## src/rtl/core/lcd4_pkg.sv

```systemverilog
`default_nettype none
// ----------------------------------------------------------------------------
// lcd4_pkg: shared types and constants for the 4-bit character LCD core
// Request codes, init sequence tables and the controller/datapath interface.
// ----------------------------------------------------------------------------
package lcd4_pkg;

	// request action codes
	localparam logic [1:0] ACT_POWER_ON = 2'd0;
	localparam logic [1:0] ACT_COMMAND  = 2'd1;
	localparam logic [1:0] ACT_DATA     = 2'd2;
	localparam logic [1:0] ACT_CURSOR   = 2'd3;

	// configuration register indexes
	localparam logic [1:0] CFG_CLOCKS_PER_MS   = 2'd0;
	localparam logic [1:0] CFG_ENABLE_PHASE_MS = 2'd1;

	localparam logic [19:0] CLOCKS_PER_MS_RST   = 20'd100000;
	localparam logic [3:0]  ENABLE_PHASE_MS_RST = 4'd1;

	localparam logic [7:0] CURSOR_BASE = 8'h80;
	localparam logic [7:0] ROW_STRIDE  = 8'h40;

	// index of the final strobe of the power-on sequence
	localparam logic [3:0] INIT_LAST = 4'd13;

	typedef struct packed {
		logic load_req;     // latch request, restart at first strobe
		logic start_wait;   // load timer with pre-strobe wait
		logic start_phase;  // load timer with the three enable phases
		logic emit;         // push strobe to output register, advance
	} lcd4_cmd_t;

	typedef struct packed {
		logic timer_done;
		logic strobe_last;
		logic out_free;
	} lcd4_status_t;

	function automatic logic [3:0] init_nibble(input logic [3:0] step);
		logic [3:0] nib;
		case (step)
			4'd0, 4'd1, 4'd2: nib = 4'h3;
			4'd3, 4'd4:       nib = 4'h2;
			4'd5, 4'd7:       nib = 4'h8;
			4'd9:             nib = 4'h1;
			4'd11:            nib = 4'h6;
			4'd13:            nib = 4'hC;
			default:          nib = 4'h0;
		endcase
		return nib;
	endfunction

	function automatic logic [3:0] init_wait(input logic [3:0] step);
		logic [3:0] w;
		case (step)
			4'd0:    w = 4'd15;
			4'd1:    w = 4'd5;
			4'd2:    w = 4'd1;
			default: w = 4'd0;
		endcase
		return w;
	endfunction

endpackage
`default_nettype wire

```

## src/rtl/core/char_lcd_4bit_interface_core.sv

```systemverilog
`default_nettype none
// ----------------------------------------------------------------------------
// char_lcd_4bit_interface_core: HD44780-style 4-bit LCD request engine
// Turns power-on / command / data / cursor requests into timed enable strobes.
// ----------------------------------------------------------------------------
// channel   direction  payload
// s_axis    in         tuser: action; tdata: byte_value, row, column
// m_axis    out        tuser: RS; tdata: nibble, extra_wait_ms; tlast: last
// cfg       in         cfg_index 0 clocks_per_ms, 1 enable_phase_ms
//
// Each strobe takes extra_wait_ms + 3*enable_phase_ms milliseconds of the
// ms timer (each millisecond set by clocks_per_ms) plus the sequencer states.
// A byte request is two strobes, power-on is fourteen (21 ms of extra waits).
// One request is worked at a time; the next is taken once its last strobe is
// in the output register. A stalled result holds the sequencer in EMIT.
// Reset: clocks_per_ms from CLOCKS_PER_MS_RST, 1 ms enable phase, output empty.
// ----------------------------------------------------------------------------
module char_lcd_4bit_interface_core (
	input  wire         clk,
	input  wire         arst_n,
	input  wire         s_axis_tvalid,
	output logic        s_axis_tready,
	input  wire  [15:0] s_axis_tdata,   // [7:0] byte_value, [8] row, [14:9] column
	input  wire  [1:0]  s_axis_tuser,   // [1:0] action
	output logic        m_axis_tvalid,
	input  wire         m_axis_tready,
	output logic [7:0]  m_axis_tdata,   // [3:0] nibble, [7:4] extra_wait_ms
	output logic        m_axis_tuser,   // [0] reg_select
	output logic        m_axis_tlast,
	input  wire         cfg_valid,
	output logic        cfg_ready,
	input  wire  [1:0]  cfg_index,
	input  wire  [19:0] cfg_data
);

	lcd4_pkg::lcd4_cmd_t    cmd;
	lcd4_pkg::lcd4_status_t status;

	assign cfg_ready = 1'b1;

	lcd4_ctrl u_ctrl (
		.clk       (clk),
		.arst_n    (arst_n),
		.req_valid (s_axis_tvalid),
		.req_ready (s_axis_tready),
		.status    (status),
		.cmd       (cmd)
	);

	lcd4_dp u_dp (
		.clk       (clk),
		.arst_n    (arst_n),
		.cmd       (cmd),
		.status    (status),
		.req_data  (s_axis_tdata),
		.req_user  (s_axis_tuser),
		.cfg_valid (cfg_valid),
		.cfg_index (cfg_index),
		.cfg_data  (cfg_data),
		.out_valid (m_axis_tvalid),
		.out_ready (m_axis_tready),
		.out_data  (m_axis_tdata),
		.out_user  (m_axis_tuser),
		.out_last  (m_axis_tlast)
	);

endmodule
`default_nettype wire

```

## src/rtl/core/lcd4_ctrl.sv

```systemverilog
`default_nettype none
// ----------------------------------------------------------------------------
// lcd4_ctrl: strobe sequencing state machine
// Steps each request through wait, enable phases and result hand-off.
// ----------------------------------------------------------------------------
module lcd4_ctrl (
	input  wire                    clk,
	input  wire                    arst_n,
	input  wire                    req_valid,
	output logic                   req_ready,
	input  lcd4_pkg::lcd4_status_t status,
	output lcd4_pkg::lcd4_cmd_t    cmd
);

	localparam logic [2:0] ST_IDLE  = 3'd0;
	localparam logic [2:0] ST_START = 3'd1;
	localparam logic [2:0] ST_WAIT  = 3'd2;
	localparam logic [2:0] ST_PHASE = 3'd3;
	localparam logic [2:0] ST_EMIT  = 3'd4;

	logic [2:0] state_q;
	logic [2:0] state_d;

	assign req_ready = (state_q == ST_IDLE);

	always_comb begin
		state_d = state_q;
		cmd     = '0;
		unique case (state_q)
			ST_IDLE: begin
				if (req_valid) begin
					cmd.load_req = 1'b1;
					state_d      = ST_START;
				end
			end
			ST_START: begin
				cmd.start_wait = 1'b1;
				state_d        = ST_WAIT;
			end
			ST_WAIT: begin
				if (status.timer_done) begin
					cmd.start_phase = 1'b1;
					state_d         = ST_PHASE;
				end
			end
			ST_PHASE: begin
				if (status.timer_done) state_d = ST_EMIT;
			end
			ST_EMIT: begin
				if (status.out_free) begin
					cmd.emit = 1'b1;
					state_d  = status.strobe_last ? ST_IDLE : ST_START;
				end
			end
			default: state_d = ST_IDLE;
		endcase
	end

	always_ff @(posedge clk or negedge arst_n) begin
		if (!arst_n) state_q <= ST_IDLE;
		else         state_q <= state_d;
	end

endmodule
`default_nettype wire

```

## src/rtl/core/lcd4_dp.sv

```systemverilog
`default_nettype none
// ----------------------------------------------------------------------------
// lcd4_dp: request registers, millisecond timer and output register
// Holds the current request, picks each strobe's fields, times the delays.
// ----------------------------------------------------------------------------
module lcd4_dp (
	input  wire                    clk,
	input  wire                    arst_n,
	input  lcd4_pkg::lcd4_cmd_t    cmd,
	output lcd4_pkg::lcd4_status_t status,
	input  wire  [15:0]            req_data,
	input  wire  [1:0]             req_user,
	input  wire                    cfg_valid,
	input  wire  [1:0]             cfg_index,
	input  wire  [19:0]            cfg_data,
	output logic                   out_valid,
	input  wire                    out_ready,
	output logic [7:0]             out_data,
	output logic                   out_user,
	output logic                   out_last
);

	logic [19:0] clocks_per_ms_q;
	logic [3:0]  phase_ms_q;

	logic [1:0]  action_q;
	logic [7:0]  byte_q;
	logic [3:0]  step_q;

	logic [19:0] clk_cnt_q;
	logic [5:0]  ms_left_q;

	logic        m_valid_q;
	logic        out_rs_q;
	logic [3:0]  out_nib_q;
	logic [3:0]  out_wait_q;
	logic        out_last_q;

	logic [7:0]  req_byte;
	logic [7:0]  row_offset;
	logic        cur_rs;
	logic [3:0]  cur_nib;
	logic [3:0]  cur_wait;
	logic        cur_last;
	logic [5:0]  phase_total;
	logic        ms_tick;
	logic        is_init;

	// config registers
	always_ff @(posedge clk or negedge arst_n) begin
		if (!arst_n) begin
			clocks_per_ms_q <= lcd4_pkg::CLOCKS_PER_MS_RST;
			phase_ms_q      <= lcd4_pkg::ENABLE_PHASE_MS_RST;
		end else if (cfg_valid) begin
			if (cfg_index == lcd4_pkg::CFG_CLOCKS_PER_MS) clocks_per_ms_q <= cfg_data;
			if (cfg_index == lcd4_pkg::CFG_ENABLE_PHASE_MS) phase_ms_q <= cfg_data[3:0];
		end
	end

	// cursor address: base + row stride (row 1 only) + column, column not range checked
	assign row_offset = req_data[8] ? lcd4_pkg::ROW_STRIDE : 8'd0;
	assign req_byte   = (req_user == lcd4_pkg::ACT_CURSOR)
		? lcd4_pkg::CURSOR_BASE + row_offset + {2'b00, req_data[14:9]}
		: req_data[7:0];

	always_ff @(posedge clk or negedge arst_n) begin
		if (!arst_n) begin
			step_q   <= '0;
			action_q <= lcd4_pkg::ACT_POWER_ON;
		end else if (cmd.load_req) begin
			step_q   <= '0;
			action_q <= req_user;
		end else if (cmd.emit && !cur_last) begin
			step_q   <= step_q + 4'd1;
		end
	end

	always_ff @(posedge clk) begin
		if (cmd.load_req) byte_q <= req_byte;
	end

	// strobe field selection
	assign is_init = (action_q == lcd4_pkg::ACT_POWER_ON);

	always_comb begin
		cur_rs = (action_q == lcd4_pkg::ACT_DATA);
		if (is_init) begin
			cur_nib  = lcd4_pkg::init_nibble(step_q);
			cur_wait = lcd4_pkg::init_wait(step_q);
			cur_last = (step_q == lcd4_pkg::INIT_LAST);
		end else begin
			cur_nib  = step_q[0] ? byte_q[3:0] : byte_q[7:4];
			cur_wait = 4'd0;
			cur_last = step_q[0];
		end
	end

	// millisecond timer
	assign phase_total = {2'b00, phase_ms_q} + {1'b0, phase_ms_q, 1'b0};
	assign ms_tick     = (clk_cnt_q == clocks_per_ms_q - 20'd1);

	always_ff @(posedge clk or negedge arst_n) begin
		if (!arst_n) begin
			clk_cnt_q <= '0;
			ms_left_q <= '0;
		end else if (cmd.start_wait) begin
			clk_cnt_q <= '0;
			ms_left_q <= {2'b00, cur_wait};
		end else if (cmd.start_phase) begin
			clk_cnt_q <= '0;
			ms_left_q <= phase_total;
		end else if (ms_left_q != 6'd0) begin
			if (ms_tick) begin
				clk_cnt_q <= '0;
				ms_left_q <= ms_left_q - 6'd1;
			end else begin
				clk_cnt_q <= clk_cnt_q + 20'd1;
			end
		end
	end

	// output register
	always_ff @(posedge clk or negedge arst_n) begin
		if (!arst_n) begin
			m_valid_q <= 1'b0;
		end else if (cmd.emit) begin
			m_valid_q <= 1'b1;
		end else if (out_ready) begin
			m_valid_q <= 1'b0;
		end
	end

	always_ff @(posedge clk) begin
		if (cmd.emit) begin
			out_rs_q   <= cur_rs;
			out_nib_q  <= cur_nib;
			out_wait_q <= cur_wait;
			out_last_q <= cur_last;
		end
	end

	assign status.timer_done  = (ms_left_q == 6'd0);
	assign status.strobe_last = cur_last;
	assign status.out_free    = !m_valid_q || out_ready;

	assign out_valid = m_valid_q;
	assign out_data  = {out_wait_q, out_nib_q};
	assign out_user  = out_rs_q;
	assign out_last  = out_last_q;

`ifndef SYNTHESIS
	a_step_range: assert property (@(posedge clk) disable iff (!arst_n)
		step_q <= lcd4_pkg::INIT_LAST)
		else $error("strobe index past end of power-on sequence");

	a_byte_two_strobes: assert property (@(posedge clk) disable iff (!arst_n)
		!is_init |-> step_q <= 4'd1)
		else $error("byte request beyond two strobes");

	a_emit_free: assert property (@(posedge clk) disable iff (!arst_n)
		cmd.emit |-> (!m_valid_q || out_ready))
		else $error("result overwritten before taken");

	a_timer_bound: assert property (@(posedge clk) disable iff (!arst_n)
		ms_left_q <= 6'd45)
		else $error("ms timer out of range");

	a_emit_after_timer: assert property (@(posedge clk) disable iff (!arst_n)
		cmd.emit |-> ms_left_q == 6'd0)
		else $error("strobe issued before phases elapsed");
`endif

endmodule
`default_nettype wire
```

## config.mk

```make
export PLATFORM = sky130hd
export DESIGN_NAME = char_lcd_4bit_interface_core
export DESIGN_NICKNAME = d
export VERILOG_FILES = /design/src/rtl/core/lcd4_pkg.sv /design/src/rtl/core/char_lcd_4bit_interface_core.sv /design/src/rtl/core/lcd4_ctrl.sv /design/src/rtl/core/lcd4_dp.sv
export SDC_FILE = /design/constraint.sdc
export NUM_CORES = 1
export LEC_CHECK = 0
export ABC_AREA = 1
export ABC_CLOCK_PERIOD_IN_PS = 2700
export BUFFER_PORTS_ARGS = -buffer_cell sky130_fd_sc_hd__buf_2
export CAP_MARGIN = 20
export CORE_MARGIN = 3
export CORE_UTILIZATION = 55
export DETAILED_ROUTE_END_ITERATION = 6
export PLACE_DENSITY_LB_ADDON = 0.1
export SYNTH_ARGS = -nofsm -noshare
export SYNTH_HDL_FRONTEND = slang
export SYNTH_SLANG_ARGS = --single-unit
```

## constraint.sdc

```tcl
create_clock -name clk -period 2.7 [get_ports clk]
set_input_delay 0.405 -clock clk [delete_from_list [all_inputs] [get_ports clk]]
set_output_delay 0.405 -clock clk [all_outputs]
set_load 0.1 [all_outputs]
```

## Yosys cells after proc, flatten, opt, wreduce, memory -nomap -nowiden

Memories as Yosys holds them, arrays and structs flattened.
Index checks and enable logic that the tools add are counted.

- Flip-flop bits (word level): 78
- ROM bits: 64
- Input port bits: 45
- Output and inout port bits: 13
- Word-level logic and storage cells: 86
- Memories kept: 1

- Add/sub/neg operators: 7
- Eq/ne operators: 15
- Mux-type cells: 32
- Reductions and logical operators: 18

Memories:

| name | depth | bits a word | rd ports | clocked after memory_dff | write ports | RTL line | text |
|---|---|---|---|---|---|---|---|
| (name not given) | 16 | 4 | 1 | 0 | 0 | lcd4_pkg.sv:42 | `case (step)` |

Operators with widths:

| operator | number |
|---|---|
| $mux W20 | 4 |
| $mux W6 | 4 |
| $add A20 B1 Y20 const B | 1 |
| $eq A20 B20 Y1 | 1 |
| $mux W4 | 5 |
| $sub A20 B1 Y20 const B | 1 |
| $pmux W3 S5 | 1 |
| $mux W3 | 4 |
| $pmux W4 S3 | 1 |
| $mux W1 | 11 |
| $add A8 B6 Y8 | 1 |
| $add A8 B8 Y8 const A | 1 |
| $mux W8 | 1 |
| $ne A2 B2 Y1 const B | 4 |
| $mux W7 | 1 |
| $add A4 B5 Y6 | 1 |
| $eq A3 B2 Y1 const B | 2 |
| $logic_not A6 Y1 | 1 |
| $reduce_and A2 Y1 | 3 |
| $reduce_bool A3 Y1 | 2 |
| $reduce_bool A6 Y1 | 1 |
| $sub A6 B1 Y6 const B | 1 |
| $add A4 B1 Y4 const B | 1 |
| $eq A2 B2 Y1 const B | 2 |
| 14 further kinds | 17 |

## Logic depth before layout (Yosys ltp)

- Word-level depth: 7
- Gate-level depth with buffers: 15
- Depth with buffers taken out: 15

## Cells and area by module

A second synthesis with hierarchy kept.

- Cells, all modules: 579
- Area, all modules: 4734.5 sq um

Modules (own cells, without submodules):

| module | instances | cells each | area each (sq um) | sequential area each (sq um) |
|---|---|---|---|---|
| lcd4_dp | 1 | 543 | 4488.1 | 1945.6 |
| lcd4_ctrl | 1 | 34 | 235.2 | 75.1 |
| char_lcd_4bit_interface_core | 1 | 2 | 11.3 | 0.0 |

## Worst setup path after synthesis

Ideal clock, no wire load.

- Path type: register to register
- From: register u_ctrl.state_q[0]
- To: register u_dp.byte_q[0] (enable)
- Library setup time: 0.339 ns
- Arrival: 2.413 ns
- Data required time: 2.361 ns
- Slack: -0.051 ns
- Cell stages (with the launch flop): 6
- Path buffers: 0
- Clock period less this slack: 2.751 ns
- Cell sequence: dfrtp_1 > nor2_1 > inv_1 > nor2_1 > nand2_1 > inv_1

RTL lines:

| element | RTL line | text |
|---|---|---|
| start, declared | lcd4_ctrl.sv:21 | `logic [2:0] state_q;` |
| start signal, assigned | lcd4_ctrl.sv:61 | `else state_q <= state_d;` |
| end signal, assigned | lcd4_dp.sv:79 | `if (cmd.load_req) byte_q <= req_byte;` |
| end, declared | lcd4_dp.sv:27 | `logic [7:0] byte_q;` |

## Worst setup path in the final report

- From: register u_dp.clocks_per_ms_q[0]
- To: register u_dp.clk_cnt_q[5]

- Longest elaborated chain between the ends: 6

RTL lines:

| element | RTL line | text |
|---|---|---|
| start, declared | lcd4_dp.sv:23 | `logic [19:0] clocks_per_ms_q;` |
| start signal, assigned | lcd4_dp.sv:52 | `clocks_per_ms_q <= lcd4_pkg::CLOCKS_PER_MS_RST;` |
| start signal, assigned | lcd4_dp.sv:55 | `if (cfg_index == lcd4_pkg::CFG_CLOCKS_PER_MS) clocks_per_ms_q <= cfg_data;` |
| $sub A20 B1 Y20 | lcd4_dp.sv:100 | `assign ms_tick = (clk_cnt_q == clocks_per_ms_q - 20'd1);` |
| $eq A20 B20 Y1 | lcd4_dp.sv:100 |  |
| $mux W20 | lcd4_dp.sv:113 | `if (ms_tick) begin` |
| $mux W20 | lcd4_dp.sv:112 | `end else if (ms_left_q != 6'd0) begin` |
| $mux W20 | lcd4_dp.sv:109 | `end else if (cmd.start_phase) begin` |
| $mux W20 | lcd4_dp.sv:106 | `end else if (cmd.start_wait) begin` |
| end signal, assigned | lcd4_dp.sv:117 | `clk_cnt_q <= clk_cnt_q + 20'd1;` |
| end, declared | lcd4_dp.sv:30 | `logic [19:0] clk_cnt_q;` |

Every way passes these cells. The select of a mux whose other input is x is not followed.
A chain may end at the register's enable or synchronous reset.

==> results by group <==
Finish
  – Most frequent cells in the layout: 129 x nand2_1, 78 x inv_1, 63 x nor2_1
  – Final core utilization: 64.0%
  – Most common cell after layout, fill and taps aside: nand2_1
  – Ratio of cells with drive above 1 in the final layout: 19.7%
  – Layout Nets: 704
  – Antenna diodes: 0
  – P&R area growth vs syn: 12.9%
  – Post-route cell area: 5290 sq um

Detailed routing
  – # DRC: 0
  – DR WL/cell: 13.1 um
  – Iter 0 DRT Violations: 121
  – ANT nets after route: 0
  – Routed vias: 3973
  – Pre-Repair DR Iteration Count: 4
  – Post-Route WL: 9880 um
  – Via/cell ratio: 5.26

Run status
  – Status: completed

Clock network
  – Deepest clock path buffer count: 2
  – Cts bufs inserted: 9
  – Latest clock arrival within the worst-skew pair: 360 ps
  – Post-CTS sizing: 0
  – Hold buffers post-CTS: 0
  – Clk slew on worst S/H paths: 90 ps
  – H-tree depth: 3
  – Postcts setup bufs: 0
  – CTS root buffer: clkbuf_8
  – CTS sink count: 77
  – CTS tree: built

STA
  – Count of pins over their slew limit: 0
  – F_max: 407 MHz
  – Final min period: 2460 ps
  – Layout Skew: 7.30 ps
  – Final hold vios: 0
  – RSZ-0062 raised after global routing: no
  – Setup violators final: 0
  – Relative slew slack: 40.5%
  – Slew at the pin closest to its max-slew limit: 891 ps
  – Final setup margin: 240 ps
  – TNS Setup: 0 ps
  – Fin crit share: 91.1%

Placed design
  – GP Congestion: 0.904
  – PortBufs: 55
  – Pre-CTS setup slack: 269 ps
  – Area after DPL: 5090 sq um
  – DP Wirelength: 7470 um

Synthesis
  – Synthesized area: 4680 sq um
  – Syn_nets: 640
  – Post-synth EDFFs: 17
  – Post-synth top flop: dfrtp_1
  – Post-Synthesis Cells: 581
  – Sequential cell area fraction in the yosys report: 43.2%
  – Syn_area_per_cell: 8.06 sq um
  – Unique masters post-synth: 38
  – Yosys warns: 0
  – Synth async-reset ratio: 77.9%
  – #FFs+latches synth: 77

Global route
  – Global route overflow: 0
  – GRT Resource Usage Total: 21.8%
  – Initial antenna violation count: 0
  – Largest net degree at the start of global routing: 26
  – Global-route wire length before repair: 17300 um
  – Vias in the first global route: 3877

Power
  – P_int: 2.48 mW
  – Logic pwr share: 40.2%
  – Power per cell area: 817 nW/um^2
  – Switching Power: 1.84 mW
  – Max IR drop VDD: 660 uV
  – Sequential Power Share: 38.8%
  – Switching share of power: 42.5%
  – Clock power frac: 21.0%
  – Leak: 2.49 nW

Die
  – Initial Util: 56.7%
  – Die area: 9660 sq um
  – Site Rows: 33
  – Core area: 8260 sq um
  – Chip height: 98.3 um
  – IO Pins: 58
  – Die width: 98.3 um

Hold path
  – Hold Path Class: in2async

Setup path
  – CP Data Required Time: 2940 ps
  – R2R setup slack: 240 ps
  – Max FO, Critical Path: 13
  – Critical path arrival: 2700 ps
  – Critical path type: reg2reg
  – CP Launch Point: u_dp.clocks_per_ms_q[0]
  – Critical R2R Launch: u_dp.clocks_per_ms_q[0]
  – Startpoint class of the critical path: register
  – CP Capture Type: register
  – R2r endpoint: u_dp.clk_cnt_q[5]
  – Worst Setup EP: u_dp.clk_cnt_q[5]
  – FF-to-FF path depth: 14

Flow run
  – Max Cap Viol: 0
==> routing by layer <==
metal  routed length [um]  GRT usage (%)  vias up
li1                     -              -     2016
met1                 4300           27.2     1859
met2                 4980           38.4       81
met3                  433           4.14       17
met4                  161           6.62        0
met5                    0              0        -
==> cell usage after synthesis (2+ instances only) <==
master,count,share of area [%]
o21bai_1,3,0.48
nand4_1,12,1.6
inv_1,78,6.3
nand2_1,129,10
mux2_2,19,4.6
a22oi_1,2,0.32
nor3_1,10,1.1
a21oi_1,25,2.7
a31oi_1,2,0.27
buf_4,3,0.48
o21ai_0,37,4.0
dfstp_2,7,3.9
nand3b_1,5,0.80
xnor2_1,12,2.2
nor2_4,3,0.72
o211ai_1,2,0.32
nand3_1,31,3.3
dfrtp_1,53,28
ha_1,13,3.5
a221oi_1,2,0.37
nand2_2,6,0.80
clkbuf_1,4,0.32
nor2_2,11,1.5
nor2_1,64,5.1
edfxtp_1,17,11
xor2_1,19,3.6
==> cells by family after synthesis <==
group	share of synthesized area, %
xor+xnor	5.80
flops	43.2
fa+ha+maj	3.90
mux	4.57
compound gates	8.71
buf+inv	7.56
other cells	0.0801
simple gates	26.2
==> registers in the layout, indices dropped and copies added (netlist names) <==
signal and count:
u_dp.clk_cnt_q 20, u_dp.clocks_per_ms_q 20, u_dp.byte_q 8, u_dp.ms_left_q 6
u_dp.out_nib_q 4, u_dp.phase_ms_q 4, u_dp.step_q 4, u_ctrl.state_q 3
u_dp.out_wait_q 3, u_dp.action_q 2, u_dp.out_last 1, u_dp.out_user 1
u_dp.out_valid 1
==> cell type report <==
class | instances | area [sq um]
clock buffer | 10 | 128
clock inverter | 6 | 71.3
fill | 735 | 2970
inverter | 79 | 297
multi-input combinational | 416 | 2310
sequential | 77 | 2020
tap | 105 | 131
timing repair buffer | 62 | 328
==> power groups by stage <==
stage | clock [mW] | sequential [mW] | combinational, mW
after floorplan | 0 | 1.74 | 1.29
after global placement | 0 | 1.69 | 1.68
after detailed placement | 0 | 1.69 | 1.73
after CTS | 0.918 | 1.67 | 1.75
after global routing | 0.978 | 1.71 | 1.98
final | 0.907 | 1.67 | 1.74
==> worst max-delay path, cell delays in order (launching register included) <==
cell     delay [ps]
dfrtp_1         410
inv_1           160
ha_1            230
nand2_2         110
nor2_4          250
nand2_2          80
nor2_1          110
nand3_1          80
nand2_1          60
nand2_1          50
nor2_1          170
nand3_2         150
nand2_4         150
buf_4           220
a21oi_1         110
==> metrics by stage <==
step / total power [mW] / instances / hold WS [ps]
after CTS: 4.34 / 755 / 22.3
after global routing: 4.67 / 755 / 44.5
after detailed placement: 3.42 / 739 / 415
final: 4.32 / 755 / 3.23
after global placement: 3.37 / 739 / 407
after floorplan: 3.02 / 581 / 109
==> worst min-delay path by stage <==
stage                     startpoint                       end  slack, ps  cells past startpoint
after CTS                     arst_n  u_dp.clocks_per_ms_q[13]         20                      1
after global routing          arst_n  u_dp.clocks_per_ms_q[13]         40                      1
after floorplan               arst_n         u_ctrl.state_q[0]        110                      0
after detailed placement      arst_n   u_dp.clocks_per_ms_q[6]        420                      1
final                         arst_n   u_dp.clocks_per_ms_q[6]          3                      1
after global placement        arst_n   u_dp.clocks_per_ms_q[6]        410                      1
(Power assumes the default switching activity.)
